[src/hdl/pfde_pkg.sv]
`timescale 1ns / 1ps

package pfde_pkg;

	// input item, packed into s_tdata from bit 0 up
	localparam int COLUMN_LSB  = 0;
	localparam int ROW_LSB     = 8;
	localparam int COLOR_LSB   = 16;
	localparam int BWIDTH_LSB  = 18;
	localparam int BHEIGHT_LSB = 26;
	localparam int PIXELS_LSB  = 34;
	localparam int ADDRESS_LSB = 42;
	localparam int S_TDATA_W   = 56;
	localparam int S_TUSER_W   = 3;

	// result item: read_data in [7:0], blit_busy in [8]
	localparam int M_TDATA_W   = 16;
	localparam int BUSY_BIT    = 8;

	localparam logic [2:0] MODE_PLOT   = 3'd0;
	localparam logic [2:0] MODE_BSTART = 3'd1;
	localparam logic [2:0] MODE_BBYTE  = 3'd2;
	localparam logic [2:0] MODE_CLEAR  = 3'd3;
	localparam logic [2:0] MODE_READ   = 3'd4;

	localparam logic [1:0] COLOR_CLEAR = 2'd0;
	localparam logic [1:0] COLOR_SET   = 2'd1;

	typedef enum logic [2:0] {
		OP_NONE  = 3'd0,
		OP_PLOT  = 3'd1,
		OP_BLIT  = 3'd2,
		OP_READ  = 3'd3,
		OP_CLEAR = 3'd4
	} op_t;

	typedef struct packed {
		logic accept;
		logic rd_a;
		logic wr_a;
		logic rd_b;
		logic wr_b;
		logic clr_step;
		logic load_out;
	} ctrl_cmd_t;

	typedef struct packed {
		op_t  in_op;
		logic need_b;
		logic clr_last;
	} dp_stat_t;

endpackage

[src/hdl/pfde_ctrl.sv]
`timescale 1ns / 1ps

module pfde_ctrl (
	input  logic                  clk,
	input  logic                  arst_n,
	input  logic                  s_tvalid,
	output logic                  s_tready,
	output logic                  m_tvalid,
	input  logic                  m_tready,
	input  pfde_pkg::dp_stat_t    stat,
	output pfde_pkg::ctrl_cmd_t   cmd
);
	import pfde_pkg::*;

	typedef enum logic [7:0] {
		ST_INIT  = 8'b0000_0001,
		ST_IDLE  = 8'b0000_0010,
		ST_RD_A  = 8'b0000_0100,
		ST_WR_A  = 8'b0000_1000,
		ST_RD_B  = 8'b0001_0000,
		ST_WR_B  = 8'b0010_0000,
		ST_CLEAR = 8'b0100_0000,
		ST_RESP  = 8'b1000_0000
	} state_t;

	state_t state_q, state_d;
	logic   out_valid_q;
	logic   take;

	assign s_tready = (state_q == ST_IDLE);
	assign take     = s_tvalid && s_tready;
	assign m_tvalid = out_valid_q;

	always_comb begin
		state_d = state_q;
		cmd     = '0;
		case (state_q)
			ST_INIT: begin
				cmd.clr_step = 1'b1;
				if (stat.clr_last) state_d = ST_IDLE;
			end
			ST_IDLE: begin
				if (take) begin
					cmd.accept = 1'b1;
					case (stat.in_op)
						OP_PLOT, OP_BLIT, OP_READ: state_d = ST_RD_A;
						OP_CLEAR:                  state_d = ST_CLEAR;
						default:                   state_d = ST_RESP;
					endcase
				end
			end
			ST_RD_A: begin
				cmd.rd_a = 1'b1;
				state_d  = ST_WR_A;
			end
			ST_WR_A: begin
				cmd.wr_a = 1'b1;
				state_d  = stat.need_b ? ST_RD_B : ST_RESP;
			end
			ST_RD_B: begin
				cmd.rd_b = 1'b1;
				state_d  = ST_WR_B;
			end
			ST_WR_B: begin
				cmd.wr_b = 1'b1;
				state_d  = ST_RESP;
			end
			ST_CLEAR: begin
				cmd.clr_step = 1'b1;
				if (stat.clr_last) state_d = ST_RESP;
			end
			ST_RESP: begin
				// wait for a free output slot
				if (!out_valid_q || m_tready) begin
					cmd.load_out = 1'b1;
					state_d      = ST_IDLE;
				end
			end
			default: state_d = ST_IDLE;
		endcase
	end

	always_ff @(posedge clk or negedge arst_n) begin
		if (!arst_n) begin
			state_q     <= ST_INIT;
			out_valid_q <= 1'b0;
		end else begin
			state_q <= state_d;
			if (cmd.load_out) out_valid_q <= 1'b1;
			else if (m_tready) out_valid_q <= 1'b0;
		end
	end

`ifndef NO_ASSERTIONS
	a_no_overwrite: assert property (@(posedge clk) disable iff (!arst_n)
		(out_valid_q && !m_tready) |-> !cmd.load_out)
		else $error("result overwritten while held");

	a_one_in_flight: assert property (@(posedge clk) disable iff (!arst_n)
		take |=> !s_tready)
		else $error("second transaction taken while one is in flight");

	a_load_follows_work: assert property (@(posedge clk) disable iff (!arst_n)
		cmd.load_out |-> !s_tready && !cmd.clr_step)
		else $error("result loaded outside of the response step");
`endif

endmodule

[config.mk]
export PLATFORM = sky130hd
export DESIGN_NAME = pfde_ctrl
export DESIGN_NICKNAME = d
export VERILOG_FILES = /design/src/hdl/pfde_pkg.sv /design/src/hdl/pfde_ctrl.sv
export SDC_FILE = /design/constraint.sdc
export NUM_CORES = 1
export LEC_CHECK = 0
export BUFFER_PORTS_ARGS = -buffer_cell sky130_fd_sc_hd__buf_2
export CAP_MARGIN = 20
export CORE_ASPECT_RATIO = 0.8
export CORE_MARGIN = 2
export CORE_UTILIZATION = 40
export CTS_CLUSTER_DIAMETER = 30
export DETAILED_ROUTE_END_ITERATION = 12
export HOLD_SLACK_MARGIN = 0.1
export PLACE_DENSITY_LB_ADDON = 0.08
export SYNTH_ARGS = -nofsm -noshare
export SYNTH_HDL_FRONTEND = slang
export SYNTH_SLANG_ARGS = --single-unit
[constraint.sdc]
create_clock -name clk -period 1.7 [get_ports clk]
set_clock_uncertainty 0.15 [all_clocks]
set_input_delay 0.34 -clock clk [delete_from_list [all_inputs] [get_ports clk]]
set_output_delay 0.34 -clock clk [all_outputs]
set_load 0.05 [all_outputs]
### After elaboration in Yosys (flattened, before gate mapping)

Index checks and enable logic that the tools add are counted.

| word-level totals | value |
|---|---|
| bits in registers | 9 |
| input bits | 9 |
| output and inout port bits | 9 |

| operators by class | value |
|---|---|
| equal/unequal tests | 16 |
| multiplexer cells | 18 |
| reductions and logical operators | 7 |

Operator list:

| cell | count |
|---|---|
| $pmux 8 s8 | 1 |
| $mux 8 | 5 |
| $pmux 8 s2 | 1 |
| $mux 1 | 11 |
| $eq 8x1->1 const B | 1 |
| $eq 8x2->1 const B | 1 |
| $eq 8x3->1 const B | 1 |
| $eq 8x4->1 const B | 1 |
| $eq 8x5->1 const B | 1 |
| $eq 8x6->1 const B | 1 |
| $eq 8x7->1 const B | 1 |
| $eq 8x8->1 const B | 1 |
| $eq 3x2->1 const B | 2 |
| $ne 2x2->1 const B | 3 |
| $reduce_and 4->1 | 1 |
| $eq 3x1->1 const B | 1 |
| $eq 3x3->1 const B | 1 |
| $reduce_or 3->1 | 1 |
| $ne 2x1->1 const B | 1 |
| $reduce_bool 2->1 | 1 |
| $reduce_or 2->1 | 1 |
| $logic_and 1x1->1 | 1 |
| $logic_not 1->1 | 1 |
| $logic_or 1x1->1 | 1 |

### Longest topological paths before layout

Gate-level depths: netlist (run 1).

| depth | value |
|---|---|
| depth after elaboration | 5 |
| depth in mapped cells | 6 |
| depth with buffers taken out | 5 |

### Worst setup path before layout (run 1)

Ideal clock, no wire load.

| timing path | value |
|---|---|
| kind | register -> output |
| start | register state_q[2] |
| end | output cmd[0] (netlist bit) |
| data arrival time | 1939 ps |
| required time | 1210 ps |
| setup slack | -729 ps |
| cell stages (with the launch flop) | 6 |
| cell sequence | dfrtp_1 > buf_6 > or3_2 > nor2_1 > nand3_1 > nor2b_1 |

RTL lines:

| what | RTL line | text |
|---|---|---|
| from (decl) | pfde_ctrl.sv:26 | `state_t state_q, state_d;` |
| from (signal assigned) | pfde_ctrl.sv:88 | `state_q <= state_d;` |
| to (decl) | pfde_ctrl.sv:11 | `output pfde_pkg::ctrl_cmd_t cmd` |

==> results of run 1 <==
## critical path: cells and delay by family (launching register included)
family,cells,cell delay (ns)
and+or+nand+nor,3,0.47
buffers and inverters,3,0.42
DFF,1,0.42
## metrics by stage
stage / utilization (%) / total power [mW]
after floorplan: - / 1.058
after global placement: 58.32 / 1.381
after detailed placement: 58.32 / 1.389
after CTS: 73.31 / 1.896
after global routing: 79.83 / 2.230
final: 79.83 / 2.110
## flip-flops by register name, indices dropped and copies added, names as in the netlist
register  cells
m_tvalid      1
state_q       8
## worst paths after layout
check,start,endpoint,slack [ns]
setup / recovery,state_q[5]$_DFFE_PN0P_,cmd[6],-0.38
hold / removal,stat[4],state_q[2]$_DFFE_PN0P_,0.13
setup reg to reg,state_q[6]$_DFFE_PN0P_,state_q[1]$_DFFE_PN0P_,-0.25
hold reg to reg,m_tvalid$_DFFE_PN0P_,m_tvalid$_DFFE_PN0P_,0.43
max in group asynchronous,arst_n,state_q[0]$_DFFE_PN1P_,0.83
min in group asynchronous,arst_n,state_q[1]$_DFFE_PN0P_,0.32
## power by group through the flow
stage	sequential [mW]	combinational (mW)	clock, mW
2_1_floorplan	0.336	0.722	0
3_3_place_gp	0.307	1.07	0
3_5_place_dp	0.308	1.08	0
4_1_cts	0.306	1.42	0.174
5_1_grt	0.317	1.72	0.191
6_report	0.312	1.62	0.177
## cell families (layout without fill, tap and decap cells)
family,after synthesis,count (layout),synth area share (%)
buffers and inverters,7,60,8.972
XOR/XNOR,4,4,5.235
AND/OR/NAND/NOR,41,41,39.63
flip-flops,9,9,33.83
AO/OA/AOI/OAI,13,13,12.34
## cell type report
class                   count  area [um2]
clock buffers               4       26.28
multi-input cells          58       526.8
fillers                   104       321.6
flip-flops and latches      9       227.7
inverters                   2       11.26
well taps                  22       27.53
repair buffers             54       452.9
## cell usage in the layout (no fill, tap or decap), types with 3 or more instances in the layout
| cell type | instances |
|---|---|
| buf_2 | 9 |
| buf_4 | 30 |
| buf_6 | 10 |
| buf_8 | 4 |
| clkbuf_4 | 3 |
| dfrtp_1 | 7 |
| nand2_1 | 3 |
| nor2_1 | 6 |
| nor2_4 | 3 |
| o21ai_0 | 3 |
| o21ai_1 | 4 |
## routing by layer
layer	track usage (%)	part of all wire (%)	vias up
li1	-	-	382
met1	30.58	43	393
met2	41.00	51	35
met3	6.343	5.0	6
met4	12.50	1.1	0
met5	0	0	-
## synth_stat cells (2+ instances only)
cell     instances  area share [%]
dfrtp_1          8              30
and4_1           2             2.6
nor2_1          10             5.6
nand3_1          3             2.2
o21ai_0          6             4.5
xnor2_1          3             3.9
nor4b_1          2             2.6
and2_1           2             1.9
nor3_1           3             2.2
buf_6            4             6.7
nand2_1          4             2.2
nor2b_1          2             1.9
and4b_1          3             4.5
inv_1            2             1.1
## what timing repair did
action | in CTS | in global routing
pin swaps | 8 | 4
hold buffers | 1 | 0
hold endpoints to repair | 9 | 0
resized for setup | 36 | 11
setup endpoints to repair | 12 | 13
buffers inserted | 10 | 6
==> results.yml, run 1 <==
floorplanning:
  coreArea_um2: 1594
  die_y_um: 40.59
  die-area_um2: 2019
  dieWidth_um: 49.74
  row_count: 13
  ios: 18
  start_util_pct: 41.99
yosys:
  ys_warn_count: 0
  postSynthAreaPerCell_um2: 9.046
  yosys_register_bits: 9
  synth_top_flop_cell: "dfrtp_1"
  synthArstFlopShare_pct: 100.0
  netlist_instances: 74
  syn-num-nets: 83
  synth.cell_area_um2: 669.4
  ys_seq_area_share_pct: 33.83
  synth_cell_types: 34
  synth_edf_count: 0
placed_design:
  dp_hpwl_um: 1389
  place.gp.congestion: 0.8585
  dpl_cell_area_um2: 929.6
  io_buffer_count: 17
  pre_cts_ws_ns: -0.2235
  dp.cells: 128
routing:
  num_vias: 816
  drtPass1Iterations: 4
  drc: 0
  drtIter0Drc: 39
  postRouteAntennaNets: 0
  wl_per_cell_um: 16.28
  vias_per_cell: 5.477
  drt-total-wl_um: 2425
power_and_ir_drop:
  p_leak_nw: 0.5845
  seq_power_share_pct: 14.8
  powerDensity_nw_per_um2: 1658
  p_sw_mw: 0.9495
  p_clk_share_pct: 8.4
  p_int_mw: 1.161
  vdd_drop_max_v: 0.001383
  p_sw_share_pct: 45.00
  combPwrFrac_pct: 76.8
setup_path:
  cp.arrival_ns: 1.59
  crit_path_start_kind: "flip-flop"
  slowest_stage: "dfrtp_1"
  r2r.worst_path.cells: 6
  critPathCaptureType: "primary output"
  cp_max_fo: 4
  path_class: "reg2out"
  cp_slowest_stage_delay_ns: 0.42
  required_ns: 1.21
  crit_chain: "nor4_4, buf_4, nand3_4, clkinvlp_4, and2_4, buf_8"
global_routing:
  grt_pass1_wl_um: 3519
  overflow: 0
  grt_pass1_vias: 755
  grtUsageTotal_pct: 24.67
  antenna_found_initial: 0
  grt_max_degree: 10
timing:
  worst_slack_ns: -0.3827
  setup_tns_ns: -3.440
  period_minus_slack_ns: 2.083
  fmax_ghz: 0.4802
  hold_violations: 0
  whs_ns: 0.1325
  drv_slew: 0
  max_slew_margin_pct: 72.83
  post-route-period-util_pct: 122.5
  rsz0062_at_grt: "true"
  setup_violations: 12
  worst_pin_slew_ns: 0.4023
clock_network:
  htreeDepth: 1
  clock-sinks: 9
  clkLatencyLatePin_ns: 0.27
  cts_tree: "done"
  clkSlewWorstSetupHoldPaths_ns: 0.07
  ctsLongestPathBuffers: 2
  root_buffer: "clkbuf_4"
  cts_buffers: 3
run_status:
  violations: "setup timing"
  status: "complete, but fails checks"
layout:
  layout-drive-gt1-share_pct: 65.35
  area_growth_pct: 90.09
  fin_nets: 137
  diodes: 0
  finalNonFillerCells: 149
  final_area_um2: 1272
min_path:
  hold_class: "in2reg"
  holdPathStages: 2
job:
  maxCapViolCount: 0
No activity file was read; power rests on OpenSTA's default activity.
==> inputs of run 2 (changes only) <==
- CORE_ASPECT_RATIO: 0.8 -> 1.2
==> results.yml, run 2 (synthesized netlist as in run 1, its figures left out) <==
global_routing:
  grt_pass1_vias: 755
  grt_max_degree: 10
  antenna_found_initial: 0
  grtUsageTotal_pct: 23.02
  overflow: 0
  grt_pass1_wl_um: 3201
setup_path:
  required_ns: 1.21
  cp.arrival_ns: 1.58
  crit_path_start_kind: "flip-flop"
  critPathCaptureType: "primary output"
  path_class: "reg2out"
  rrSetupSlack_ns: -0.09
  cp_max_fo: 3
run_status:
  violations: "setup timing"
  status: "complete, but fails checks"
layout:
  largest-register: "state_q"
  largest_reg_flops: 8
  area_growth_pct: 80.37
  layout-drive-gt1-share_pct: 64.46
  fin_nets: 131
  regArea_um2: 227.7
  diodes: 0
  fill_cells: 103
  multiInputGateArea_um2: 523.0
  finalNonFillerCells: 139
  final_common_cell: "buf_4"
  layout_common_cells: "buf_4 (27), buf_2 (9), nor2_1 (8)"
clock_network:
  cts_buffers: 3
  clkSlewWorstSetupHoldPaths_ns: 0.07
  ctsLongestPathBuffers: 2
  htreeDepth: 1
  clkLatencyLatePin_ns: 0.28
  root_buffer: "clkbuf_4"
  cts_tree: "done"
  clock-sinks: 9
timing:
  max_slew_margin_pct: 82.28
  setup_violations: 11
  rsz0062_at_grt: "true"
  worst_pin_slew_ns: 0.2624
  hold_violations: 0
  fmax_ghz: 0.4832
  post-route-period-util_pct: 121.7
  worst_slack_ns: -0.3696
  period_minus_slack_ns: 2.070
  drv_slew: 0
placed_design:
  pre_cts_ws_ns: -0.1761
  dp.cells: 124
  io_buffer_count: 17
  place.gp.congestion: 0.7697
  dp_hpwl_um: 1338
routing:
  drt-total-wl_um: 2058
  drtPass1Iterations: 4
  num_vias: 739
  postRouteAntennaNets: 0
  wl_per_cell_um: 14.81
  drtIter0Drc: 6
  vias_per_cell: 5.317
  drc: 0
floorplanning:
  coreArea_um2: 1602
  dieWidth_um: 41.35
  start_util_pct: 41.80
  die-area_um2: 2018
  ios: 18
  die_y_um: 48.81
  row_count: 16
power_and_ir_drop:
  powerDensity_nw_per_um2: 1637
  p_leak_nw: 0.5508
  vdd_drop_max_v: 0.001032
job:
  maxCapViolCount: 0
min_path:
  hold_class: "in2reg"
==> run 2: layer usage <==
metal  vias to the layer above  routed length (um)  track usage, %
met4                         0                  30           11.29
li1                        368                   -               -
met1                       356                 862           29.39
met5                         -                   0               0
met2                        12                1117           36.20
met3                         3                  47           2.740
==> run 2: cell type report <==
cell class                      count  area share [%]
Timing Repair Buffer               48           32.85
Tap cell                           18           1.865
Clock buffer                        4           2.176
Multi-Input combinational cell     58           43.32
Sequential cell                     9           18.86
Inverter                            2          0.9326
==> run 2: worst paths after layout <==
kind / depth (start not counted) / end / from
min: 2 / state_q[2]$_DFFE_PN0P_ / stat[4]
max in group asynchronous: 2 / state_q[0]$_DFFE_PN1P_ / arst_n
max: 5 / cmd[0] / state_q[4]$_DFFE_PN0P_
max reg2reg: 5 / state_q[1]$_DFFE_PN0P_ / state_q[6]$_DFFE_PN0P_
min in group asynchronous: 2 / state_q[7]$_DFFE_PN0P_ / arst_n
min reg2reg: 2 / state_q[6]$_DFFE_PN0P_ / state_q[6]$_DFFE_PN0P_
==> run 2: what timing repair did <==
item	4_1_cts	5_1_grt
pin swaps	4	2
setup endpoints to repair	12	13
endpoints found under the hold margin	9	0
gates resized for setup	32	10
hold buffers	1	0
setup buffers	4	6
==> run 2: report_power, final <==
part	switching [mW]	internal [mW]	total, mW
registers	0.0559	0.264	0.320
clock network	0.0905	0.0912	0.182
logic	0.737	0.739	1.48
total	0.883	1.09	1.98
==> run 2: worst max-delay path, stage by stage (launching register included) <==
cell and delay [ns]:
dfrtp_1 0.38, or3_4 0.41, nor2_4 0.13, nand3_2 0.11
nor2b_4 0.12, buf_6 0.16
==> run 2: per-stage QoR <==
stage                     hold WS (ns)  power (mW)  TNS, ns  instance area, um2  utilization (%)
after floorplan                -0.1056       1.058   -1.322               719.4                -
after global placement         0.05972       1.379   -1.246               924.6            57.73
after detailed placement       0.05869       1.388   -1.207               924.6            57.73
after CTS                       0.1098       1.805   -2.508                1127            70.39
after global routing            0.1289       2.105   -3.457                1207            75.39
final                           0.1165       1.977   -2.696                1207            75.39
==> inputs of run 3 (changes only) <==
- CORE_UTILIZATION: 40 -> 30
- SLEW_MARGIN: not set -> 20
==> results.yml, run 3 (synthesized netlist as in run 1, its figures left out) <==
setup_path:
  cp.arrival_ns: 1.63
  crit_path_start_kind: "flip-flop"
  path_class: "reg2out"
  critPathCaptureType: "primary output"
  required_ns: 1.21
  cp_max_fo: 3
timing:
  rsz0062_at_grt: "true"
  post-route-period-util_pct: 124.9
  period_minus_slack_ns: 2.123
  drv_slew: 0
  hold_violations: 0
  worst_slack_ns: -0.4227
  worst_pin_slew_ns: 0.3526
  max_slew_margin_pct: 76.40
  setup_tns_ns: -3.333
  fmax_ghz: 0.4711
  setup_violations: 13
routing:
  num_vias: 706
  vias_per_cell: 4.836
  drc: 0
  drtPass1Iterations: 3
  drt-total-wl_um: 2053
  drtIter0Drc: 10
  wl_per_cell_um: 14.06
  postRouteAntennaNets: 0
layout:
  layout_common_cells: "buf_4 (20), buf_2 (9), buf_6 (8)"
  regArea_um2: 229.0
  multiInputGateArea_um2: 546.8
  fill_cells: 182
  finalNonFillerCells: 146
  area_growth_pct: 82.43
  largest_reg_flops: 8
  layout-drive-gt1-share_pct: 62.07
  largest-register: "state_q"
  fin_nets: 126
  final_common_cell: "buf_4"
  diodes: 0
global_routing:
  met2_usage_pct: 29.55
  antenna_found_initial: 0
  grt_pass1_vias: 736
  overflow: 0
  grt_pass1_wl_um: 3298
  met3_usage_pct: 3.896
  grtUsageTotal_pct: 17.61
  grt-busiest-layer: "met2"
  use_met1_pct: 20.72
  grt_max_degree: 10
clock_network:
  clkSlewWorstSetupHoldPaths_ns: 0.06
  htreeDepth: 1
  clkLatencyLatePin_ns: 0.26
  cts_buffers: 3
  ctsLongestPathBuffers: 2
  clock-sinks: 9
  cts_tree: "done"
  root_buffer: "clkbuf_4"
floorplanning:
  row_count: 18
  die_y_um: 55.75
  dieWidth_um: 47.12
  die-area_um2: 2627
  start_util_pct: 31.96
  coreArea_um2: 2095
  ios: 18
placed_design:
  place.gp.congestion: 0.7151
  io_buffer_count: 17
  dp_hpwl_um: 1426
  dp.cells: 137
job:
  maxCapViolCount: 0
run_status:
  status: "complete, but fails checks"
  violations: "setup timing"
power_and_ir_drop:
  vdd_drop_max_v: 0.0006700
  powerDensity_nw_per_um2: 1563
  p_leak_nw: 0.5318
min_path:
  hold_class: "in2reg"
## run 3: area by class of cell
| class | instances | share of cell area (%) |
|---|---|---|
| Tap cell | 30 | 3.074 |
| Multi-Input combinational cell | 58 | 44.77 |
| Sequential cell | 9 | 18.75 |
| Timing Repair Buffer | 43 | 30.33 |
| Clock buffer | 4 | 2.152 |
| Inverter | 2 | 0.9221 |
## run 3: path summary, 6_finish.rpt
kind                            slack, ns              startpoint                      to  depth (start not counted)
worst max-delay path                -0.42  state_q[5]$_DFFE_PN0P_                  cmd[4]                          4
worst min-delay path                 0.16                 stat[4]  state_q[2]$_DFFE_PN0P_                          2
worst max register to register      -0.22  state_q[6]$_DFFE_PN0P_  state_q[1]$_DFFE_PN0P_                          6
worst min register to register       0.40    m_tvalid$_DFFE_PN0P_    m_tvalid$_DFFE_PN0P_                          2
max in group asynchronous            0.83                  arst_n  state_q[0]$_DFFE_PN1P_                          2
min in group asynchronous            0.31                  arst_n    m_tvalid$_DFFE_PN0P_                          2
## run 3: critical path: stages (launching register included)
cell and delay [ns]:
dfrtp_1 0.41, nor4_4 0.38, buf_4 0.18, and4b_1 0.23
buf_6 0.17
## run 3: power breakdown
group	total (mW)	internal, mW	switching (mW)	leakage, nW
Clock	0.167	0.0906	0.0760	0.0150
Sequential	0.328	0.266	0.0617	0.115
Combinational	1.41	0.676	0.739	0.402
Total	1.91	1.03	0.876	0.532
## run 3: timing repair
item / CTS / global route
buffers inserted: 4 / 4
hold buffers: 1 / 0
endpoints found under the setup margin: 13 / 13
hold endpoints to repair: 9 / 0
resized for setup: 46 / 6
pin swaps: 8 / 5
## run 3: metrics by stage
step | worst slack (ns) | power (mW) | util, % | instance area (um2) | hold WS, ns
final | -0.4227 | 1.909 | 58.30 | 1221 | 0.1557
after global routing | -0.4913 | 2.034 | 58.30 | 1221 | 0.1572
after CTS | -0.4110 | 1.860 | 56.63 | 1186 | 0.1272
after detailed placement | -0.1869 | 1.426 | 45.22 | 947.2 | 0.06549
after global placement | -0.1719 | 1.419 | 45.22 | 947.2 | 0.06384
after floorplan | -0.2749 | 1.058 | - | 719.4 | -0.1056
## run 3: routing by layer
metal / routed length [um] / vias to the layer above
met5: 0 / -
met4: 16 / 0
met3: 51 / 2
met2: 1130 / 11
met1: 855 / 335
li1: - / 358
